[config.mk]
export PLATFORM = sky130hd
export DESIGN_NAME = grac_ctrl
export DESIGN_NICKNAME = d
export VERILOG_FILES = /design/src/rtl/grac_pkg.sv /design/src/rtl/grac_ctrl.sv
export SDC_FILE = /design/constraint.sdc
export NUM_CORES = 1
export LEC_CHECK = 0
export BUFFER_PORTS_ARGS = -buffer_cell sky130_fd_sc_hd__buf_2
export CAP_MARGIN = 20
export CORE_ASPECT_RATIO = 0.7
export CORE_MARGIN = 10
export CORE_UTILIZATION = 40
export CTS_CLUSTER_DIAMETER = 80
export DETAILED_ROUTE_END_ITERATION = 10
export PLACE_DENSITY_LB_ADDON = 0.15
export SYNTH_ARGS = -nofsm -noshare
export SYNTH_HDL_FRONTEND = slang
export SYNTH_SLANG_ARGS = --single-unit
export TNS_END_PERCENT = 10
[constraint.sdc]
create_clock -name clk -period 1.9 [get_ports clk]
set_clock_uncertainty 0.1 [all_clocks]
set_input_delay 0 -clock clk [delete_from_list [all_inputs] [get_ports clk]]
set_output_delay 0 -clock clk [all_outputs]
set_load 0.02 [all_outputs]
[src/rtl/grac_pkg.sv]
// Shared types and constants for the guillotine rectangle allocator.
// No dependencies; imported by all modules of the block except grac_ram.
package grac_pkg;

  localparam int FREE_SLOTS = 64;
  localparam int COORD_BITS = 12;
  localparam int DIM_W      = COORD_BITS + 1;
  localparam int IDX_W      = $clog2(FREE_SLOTS);
  localparam int CNT_W      = IDX_W + 1;
  localparam int PROD_W     = 2 * DIM_W;
  localparam int SCORE_W    = PROD_W + 1;
  localparam int CFG_IDX_W  = 3;
  localparam logic [DIM_W-1:0] DIM_MAX = DIM_W'(1 << COORD_BITS);

  // Configuration register indexes
  localparam logic [CFG_IDX_W-1:0] REG_ATLAS_W   = 3'd0;
  localparam logic [CFG_IDX_W-1:0] REG_ATLAS_H   = 3'd1;
  localparam logic [CFG_IDX_W-1:0] REG_ROTATE    = 3'd2;
  localparam logic [CFG_IDX_W-1:0] REG_MERGE     = 3'd3;
  localparam logic [CFG_IDX_W-1:0] REG_PLACEMENT = 3'd4;
  localparam logic [CFG_IDX_W-1:0] REG_SPLIT     = 3'd5;

  // Result status codes
  localparam logic [1:0] ST_PLACED  = 2'd0;
  localparam logic [1:0] ST_NOFIT   = 2'd1;
  localparam logic [1:0] ST_CLEARED = 2'd2;

  // Placement rule codes
  localparam logic [2:0] PR_BEST_AREA   = 3'd0;
  localparam logic [2:0] PR_BEST_SHORT  = 3'd1;
  localparam logic [2:0] PR_BEST_LONG   = 3'd2;
  localparam logic [2:0] PR_WORST_AREA  = 3'd3;
  localparam logic [2:0] PR_WORST_SHORT = 3'd4;
  localparam logic [2:0] PR_WORST_LONG  = 3'd5;

  // Split rule codes
  localparam logic [2:0] SR_SHORTER_LEFT = 3'd0;
  localparam logic [2:0] SR_LONGER_LEFT  = 3'd1;
  localparam logic [2:0] SR_MIN_AREA     = 3'd2;
  localparam logic [2:0] SR_MAX_AREA     = 3'd3;
  localparam logic [2:0] SR_SHORTER_AXIS = 3'd4;
  localparam logic [2:0] SR_LONGER_AXIS  = 3'd5;

  typedef struct packed {
    logic [DIM_W-1:0] x;
    logic [DIM_W-1:0] y;
    logic [DIM_W-1:0] w;
    logic [DIM_W-1:0] h;
  } frect_t;

  localparam int ENTRY_W = $bits(frect_t);

  // Datapath operations, one per cycle
  typedef enum logic [4:0] {
    OP_NONE,
    OP_INIT,
    OP_CLEAR,
    OP_LOAD,
    OP_ITEM_MUL,
    OP_SCAN_RD,
    OP_SCAN_MUL,
    OP_SCAN_CMP,
    OP_SPLIT_MUL_A,
    OP_SPLIT_MUL_B,
    OP_SPLIT_DIR,
    OP_RM_RD,
    OP_RM_WR,
    OP_RM_END,
    OP_APP_LOWER,
    OP_APP_RIGHT,
    OP_MI_RD,
    OP_MI_LOAD,
    OP_MJ_RD,
    OP_MJ_CMP,
    OP_MI_NEXT,
    OP_RES_PLACED,
    OP_RES_NOFIT
  } dp_op_t;

  typedef struct packed {
    dp_op_t op;
  } dp_cmd_t;

  typedef struct packed {
    logic zero_size;
    logic scan_end;
    logic exact;
    logic found;
    logic rm_last;
    logic i_end;
    logic j_end;
    logic joined;
    logic merge_en;
  } dp_status_t;

endpackage

[src/rtl/grac_ctrl.sv]
// Sequencer for clear, insert scan, split, removal, append and merge.
// Depends on grac_pkg; drives grac_dp through dp_cmd_t.
module grac_ctrl (
  input  logic                clk,
  input  logic                rst,
  input  logic                start,
  input  logic                command,
  input  grac_pkg::dp_status_t stat,
  output grac_pkg::dp_cmd_t   cmd,
  output logic                busy
);
  import grac_pkg::*;

  typedef enum logic [4:0] {
    S_INIT, S_IDLE, S_CHECK, S_SCAN, S_SMUL, S_SCMP, S_SPLA, S_SPLB, S_SDIR,
    S_RM, S_RMW, S_APPL, S_APPR, S_FIN, S_MI, S_MIL, S_MJ, S_MJC
  } state_t;

  state_t state, state_next;
  logic   rm_merge, rm_merge_next;

  // Next state and operation
  always_comb begin
    state_next    = state;
    rm_merge_next = rm_merge;
    cmd.op        = OP_NONE;
    case (state)
      S_INIT: begin
        cmd.op     = OP_INIT;
        state_next = S_IDLE;
      end
      S_IDLE: begin
        if (start) begin
          if (command) begin
            cmd.op = OP_CLEAR;
          end else begin
            cmd.op     = OP_LOAD;
            state_next = S_CHECK;
          end
        end
      end
      S_CHECK: begin
        if (stat.zero_size) begin
          cmd.op     = OP_RES_NOFIT;
          state_next = S_IDLE;
        end else begin
          cmd.op     = OP_ITEM_MUL;
          state_next = S_SCAN;
        end
      end
      S_SCAN: begin
        if (stat.scan_end) begin
          if (stat.found) begin
            state_next = S_SPLA;
          end else begin
            cmd.op     = OP_RES_NOFIT;
            state_next = S_IDLE;
          end
        end else begin
          cmd.op     = OP_SCAN_RD;
          state_next = S_SMUL;
        end
      end
      S_SMUL: begin
        cmd.op     = OP_SCAN_MUL;
        state_next = stat.exact ? S_SPLA : S_SCMP;
      end
      S_SCMP: begin
        cmd.op     = OP_SCAN_CMP;
        state_next = S_SCAN;
      end
      S_SPLA: begin
        cmd.op     = OP_SPLIT_MUL_A;
        state_next = S_SPLB;
      end
      S_SPLB: begin
        cmd.op     = OP_SPLIT_MUL_B;
        state_next = S_SDIR;
      end
      S_SDIR: begin
        cmd.op        = OP_SPLIT_DIR;
        rm_merge_next = 1'b0;
        state_next    = S_RM;
      end
      S_RM: begin
        if (stat.rm_last) begin
          cmd.op     = OP_RM_END;
          state_next = rm_merge ? S_MJ : S_APPL;
        end else begin
          cmd.op     = OP_RM_RD;
          state_next = S_RMW;
        end
      end
      S_RMW: begin
        cmd.op     = OP_RM_WR;
        state_next = S_RM;
      end
      S_APPL: begin
        cmd.op     = OP_APP_LOWER;
        state_next = S_APPR;
      end
      S_APPR: begin
        cmd.op     = OP_APP_RIGHT;
        state_next = stat.merge_en ? S_MI : S_FIN;
      end
      S_FIN: begin
        cmd.op     = OP_RES_PLACED;
        state_next = S_IDLE;
      end
      S_MI: begin
        if (stat.i_end) begin
          cmd.op     = OP_RES_PLACED;
          state_next = S_IDLE;
        end else begin
          cmd.op     = OP_MI_RD;
          state_next = S_MIL;
        end
      end
      S_MIL: begin
        cmd.op     = OP_MI_LOAD;
        state_next = S_MJ;
      end
      S_MJ: begin
        if (stat.j_end) begin
          cmd.op     = OP_MI_NEXT;
          state_next = S_MI;
        end else begin
          cmd.op     = OP_MJ_RD;
          state_next = S_MJC;
        end
      end
      S_MJC: begin
        cmd.op = OP_MJ_CMP;
        if (stat.joined) begin
          rm_merge_next = 1'b1;
          state_next    = S_RM;
        end else begin
          state_next = S_MJ;
        end
      end
      default: begin
        state_next = S_IDLE;
      end
    endcase
  end

  // Hold state and removal return flag
  always_ff @(posedge clk) begin
    if (rst) begin
      state    <= S_INIT;
      rm_merge <= 1'b0;
    end else begin
      state    <= state_next;
      rm_merge <= rm_merge_next;
    end
  end

  assign busy = (state != S_IDLE);

endmodule

Word level (Yosys, flattened, before mapping) --
Index checks and enable logic that the tools add are counted.
Cells by class: eq/ne operators 21, mux-type cells 24, reduce and logical (&&, ||, !) cells 5
Operators by type and width (count):
- $pmux W5 S18 | 1
- $pmux W5 S15 | 1
- $mux W5 | 10
- $eq A5 B4 Y1 const B | 8
- $eq A5 B3 Y1 const B | 4
- $mux W3 | 4
- $eq A5 B2 Y1 const B | 2
- $eq A5 B5 Y1 const B | 2
- $mux W2 | 4
- $ne A2 B2 Y1 const B | 3
- $eq A5 B1 Y1 const B | 1
- $logic_not A5 Y1 | 1
- $ne A5 B1 Y1 const B | 1
- $mux W4 | 1
- $reduce_and A2 Y1 | 2
- $mux W1 | 2
- $pmux W1 S2 | 1
- $reduce_bool A2 Y1 | 1
- $reduce_or A2 Y1 | 1
Storage, ports and cells: input bits 13, flip-flop bits (word level) 6

Depth between registers and ports, before layout --
depth after elaboration 3, gate-level depth with buffers 7, depth with buffers taken out 4

Worst setup path after synthesis --
OpenSTA, ideal clock, no wires.
path type reg2reg, from register state[4], to register state[1], buffers on the path 1, data required time 1.726 ns, path slack 0.136 ns, arrival 1.590 ns, library setup time 0.074 ns, stages on the path, launching flop included 6, period minus slack after synthesis 1.764 ns, cells stage by stage dfxtp_1 buf_4 or4b_4 and2_4 a2111o_1 a31oi_1
On the way: word-level cells in the longest chain between the ends 3, elaborated cells on any way between the ends 21, those cells by class eq/ne: 18; mux: 1; reduce/logical: 2
Ends and longest elaborated chain:
- from (decl) | line grac_ctrl.sv:19 | state_t state, state_next;
- from (signal assigned) | line grac_ctrl.sv:153 | state <= state_next;
- $eq A5 B4 Y1 / $eq A5 B1 Y1 (equally long branches) | line grac_ctrl.sv:27 | case (state)
- $reduce_or A2 Y1 (no line) / $ne A2 B2 Y1 (equally long branches)
- $pmux W5 S15 / $reduce_and A2 Y1 (equally long branches)
Parallel ways exist; a longest one is shown, timed or not. A chain may end at the register's enable or synchronous reset.

==> reports/results.ini <==
[timing]
fin_crit_ns = 1.86
relSlewSlack_pct = 76.3
setup_viol = 0
setup_ws_ns = 0.0396
finalHoldViolCount = 0
fmax_mhz = 538
worst_hold_slack_ns = 0.101
tightest_slew_ns = 0.356
tns_ns = 0
fin_crit_sh_pct = 97.9
drv_slew = 0

[floorplanning]
coreArea_um2 = 2100
fp.dieArea_um2 = 4470
die_height_um = 59.0
die_width_um = 75.8
boundaryPins = 19
rows = 14
start_util_pct = 41.4

[place]
gp_congestion = 0.862
dp.final_hpwl_um = 2220
pre_cts_slack_ns = 0.0954
port_buffers = 18

[setup_path]
crit_required_ns = 1.80
timing.rr.start = state[2]
cp.arrival_ns = 1.76
cp_slowest_stage_delay_ns = 0.33
cp-end-kind = output port
cp.depth = 7
path_cells = buf_12 -> buf_4 -> nor3b_4 -> and3b_1 -> a31oi_2 -> nand4_1 -> buf_2
crit_buf_inv = 3
ff2ff_setup_slack_ns = 0.07
worstPathMaxFanout = 12
r2r-end = state[1]
critPathCapture = cmd[1]
worstSetupPathType = flip-flop to output port
cp_top_family = simple AND/OR/NAND/NOR gates
cpMaxStageDelayCell = dfxtp_2
startpoint = state[1]
reg2regPathDepth = 4
critPathLaunchType = flip-flop

[global_routing]
grt_pass1_wl_um = 4710
grt_pass1_vias = 959
grt_usage_pct = 13.1
grt-ovfl-total = 0
antenna_found_initial = 0
grt_max_degree = 27

[yosys]
synth-edff-count = 0
synth_seq_area_share_pct = 13.8
synth.most_common_cell = clkbuf_1
synth_area_leaders = dfxtp_1 (14%), a31oi_1 (5.7%), nand3b_1 (4.3%)
ys_warn_count = 0
synthArstFlopShare_pct = 0
syn_area_per_cell_um2 = 6.97
netlist_area_um2 = 871
synthCells = 125
ys_types = 46
synth_commonest_cells = clkbuf_1 (9), a31oi_1 (8), nor2_1 (8)
yosysTopAreaCellShare_pct = 13.8
yosysTopAreaCell = dfxtp_1
synth-seq-cells = 6
syn_nets = 138
ys.flop_type = dfxtp_1

[route]
vias_per_cell = 6.36
routed_wirelength_um = 3080
firstDrtPassIters = 4
wl_per_cell_um = 17.8
drt_iter0_markers = 139
drc = 0
vias = 1101
ant_nets = 0

[clock_network]
cts_buffers = 3
cts_buffer_depth = 2
cts-root-buf = clkbuf_4
cts_tree = built
h-tree-depth = 1
clock-sinks = 6
insertion_delay_ns = 0.25
path_clk_slew_ns = 0.05

[cells_and_area]
syn_to_final_growth_pct = 33.2
n_antenna_cell = 0
fin_util_pct = 55.2
nets = 164
drive_gt1_share_pct = 30.2

[job]
cap_violations = 0

[power]
ir_worst_vdd_mv = 0.164
finalPower_uw = 464
power.density_nw_per_um2 = 400
p_leak_uw = 0.000444

[hold_path]
hold_class = input port to flip-flop
min_from = stat[3]

[run_status]
status = complete, no violations

==> metal layers <==
| layer | track usage [%] | part of all wire [%] | up-vias |
|---|---|---|---|
| met2 | 18.4 | 43 | 62 |
| met4 | 2.64 | 0 | 0 |
| met1 | 18.8 | 47 | 502 |
| met5 | 0 | 0 | - |
| met3 | 4.36 | 10 | 0 |
| li1 | - | - | 537 |
==> cell usage in the layout (no fill, tap or decap), drive strengths merged, types with 5 or more instances in the layout <==
| cell | netlist | final |
|---|---|---|
| buf | 4 | 33 |
| o21ai | 9 | 9 |
| nor2 | 8 | 8 |
| a31oi | 8 | 8 |
| inv | 6 | 6 |
| dfxtp | 6 | 6 |
| nand2b | 5 | 5 |
| nand3b | 5 | 5 |
| a21oi | 5 | 5 |
==> cell families after synthesis <==
family	Yosys count	share of synthesized area [%]
buf+inv	19	9.05
compound gates	51	42.2
flops	6	13.8
simple gates	49	34.9
==> flip-flops by register name (all words and copies together), names as in the netlist <==
name	flops
state	5
rm_merge	1
==> worst reg2reg max path, cell delays in order (launching register included) <==
cell and delay (ns):
dfxtp_1 0.34, or4b_4 0.54, and2_4 0.19, a2111o_1 0.43, a31oi_1 0.16
==> area by class of cell <==
class	count	area (µm²)
fill	204	942
inverter	6	22.5
multi-input combinational	100	699
timing repair buffer	34	260
clock buffer	3	22.5
sequential	6	125
tap	24	30.0
==> repair_timing <==
item	4_1_cts	5_1_grt
endpoints found under the hold margin	2	0
setup endpoints to repair	4	4
hold buffers	1	0
setup buffers	0	4
gates resized for setup	6	12
==> how the worst min path moves through the flow <==
stage / to / slack, ns / depth (start not counted)
finish: state[1] / 0.10 / 4
floorplan: state[0] / -0.03 / 1
detailed placement: state[0] / 0.10 / 2
global placement: rm_merge / 0.11 / 2
global route: state[0] / 0.14 / 4
CTS: state[1] / 0.10 / 4
==> per-stage QoR <==
stage | instance area [µm²] | instances
5_1_grt | 1160 | 173
3_5_place_dp | 1030 | 165
6_report | 1160 | 173
3_3_place_gp | 1030 | 165
4_1_cts | 1080 | 169
2_1_floorplan | 871 | 125
==> power by group <==
| part | switching [µW] | total [µW] | internal (µW) |
|---|---|---|---|
| Combinational | 107 | 200 | 92.9 |
| Clock | 50.7 | 122 | 71.8 |
| Sequential | 10.1 | 142 | 132 |
(Power assumes the default switching activity.)
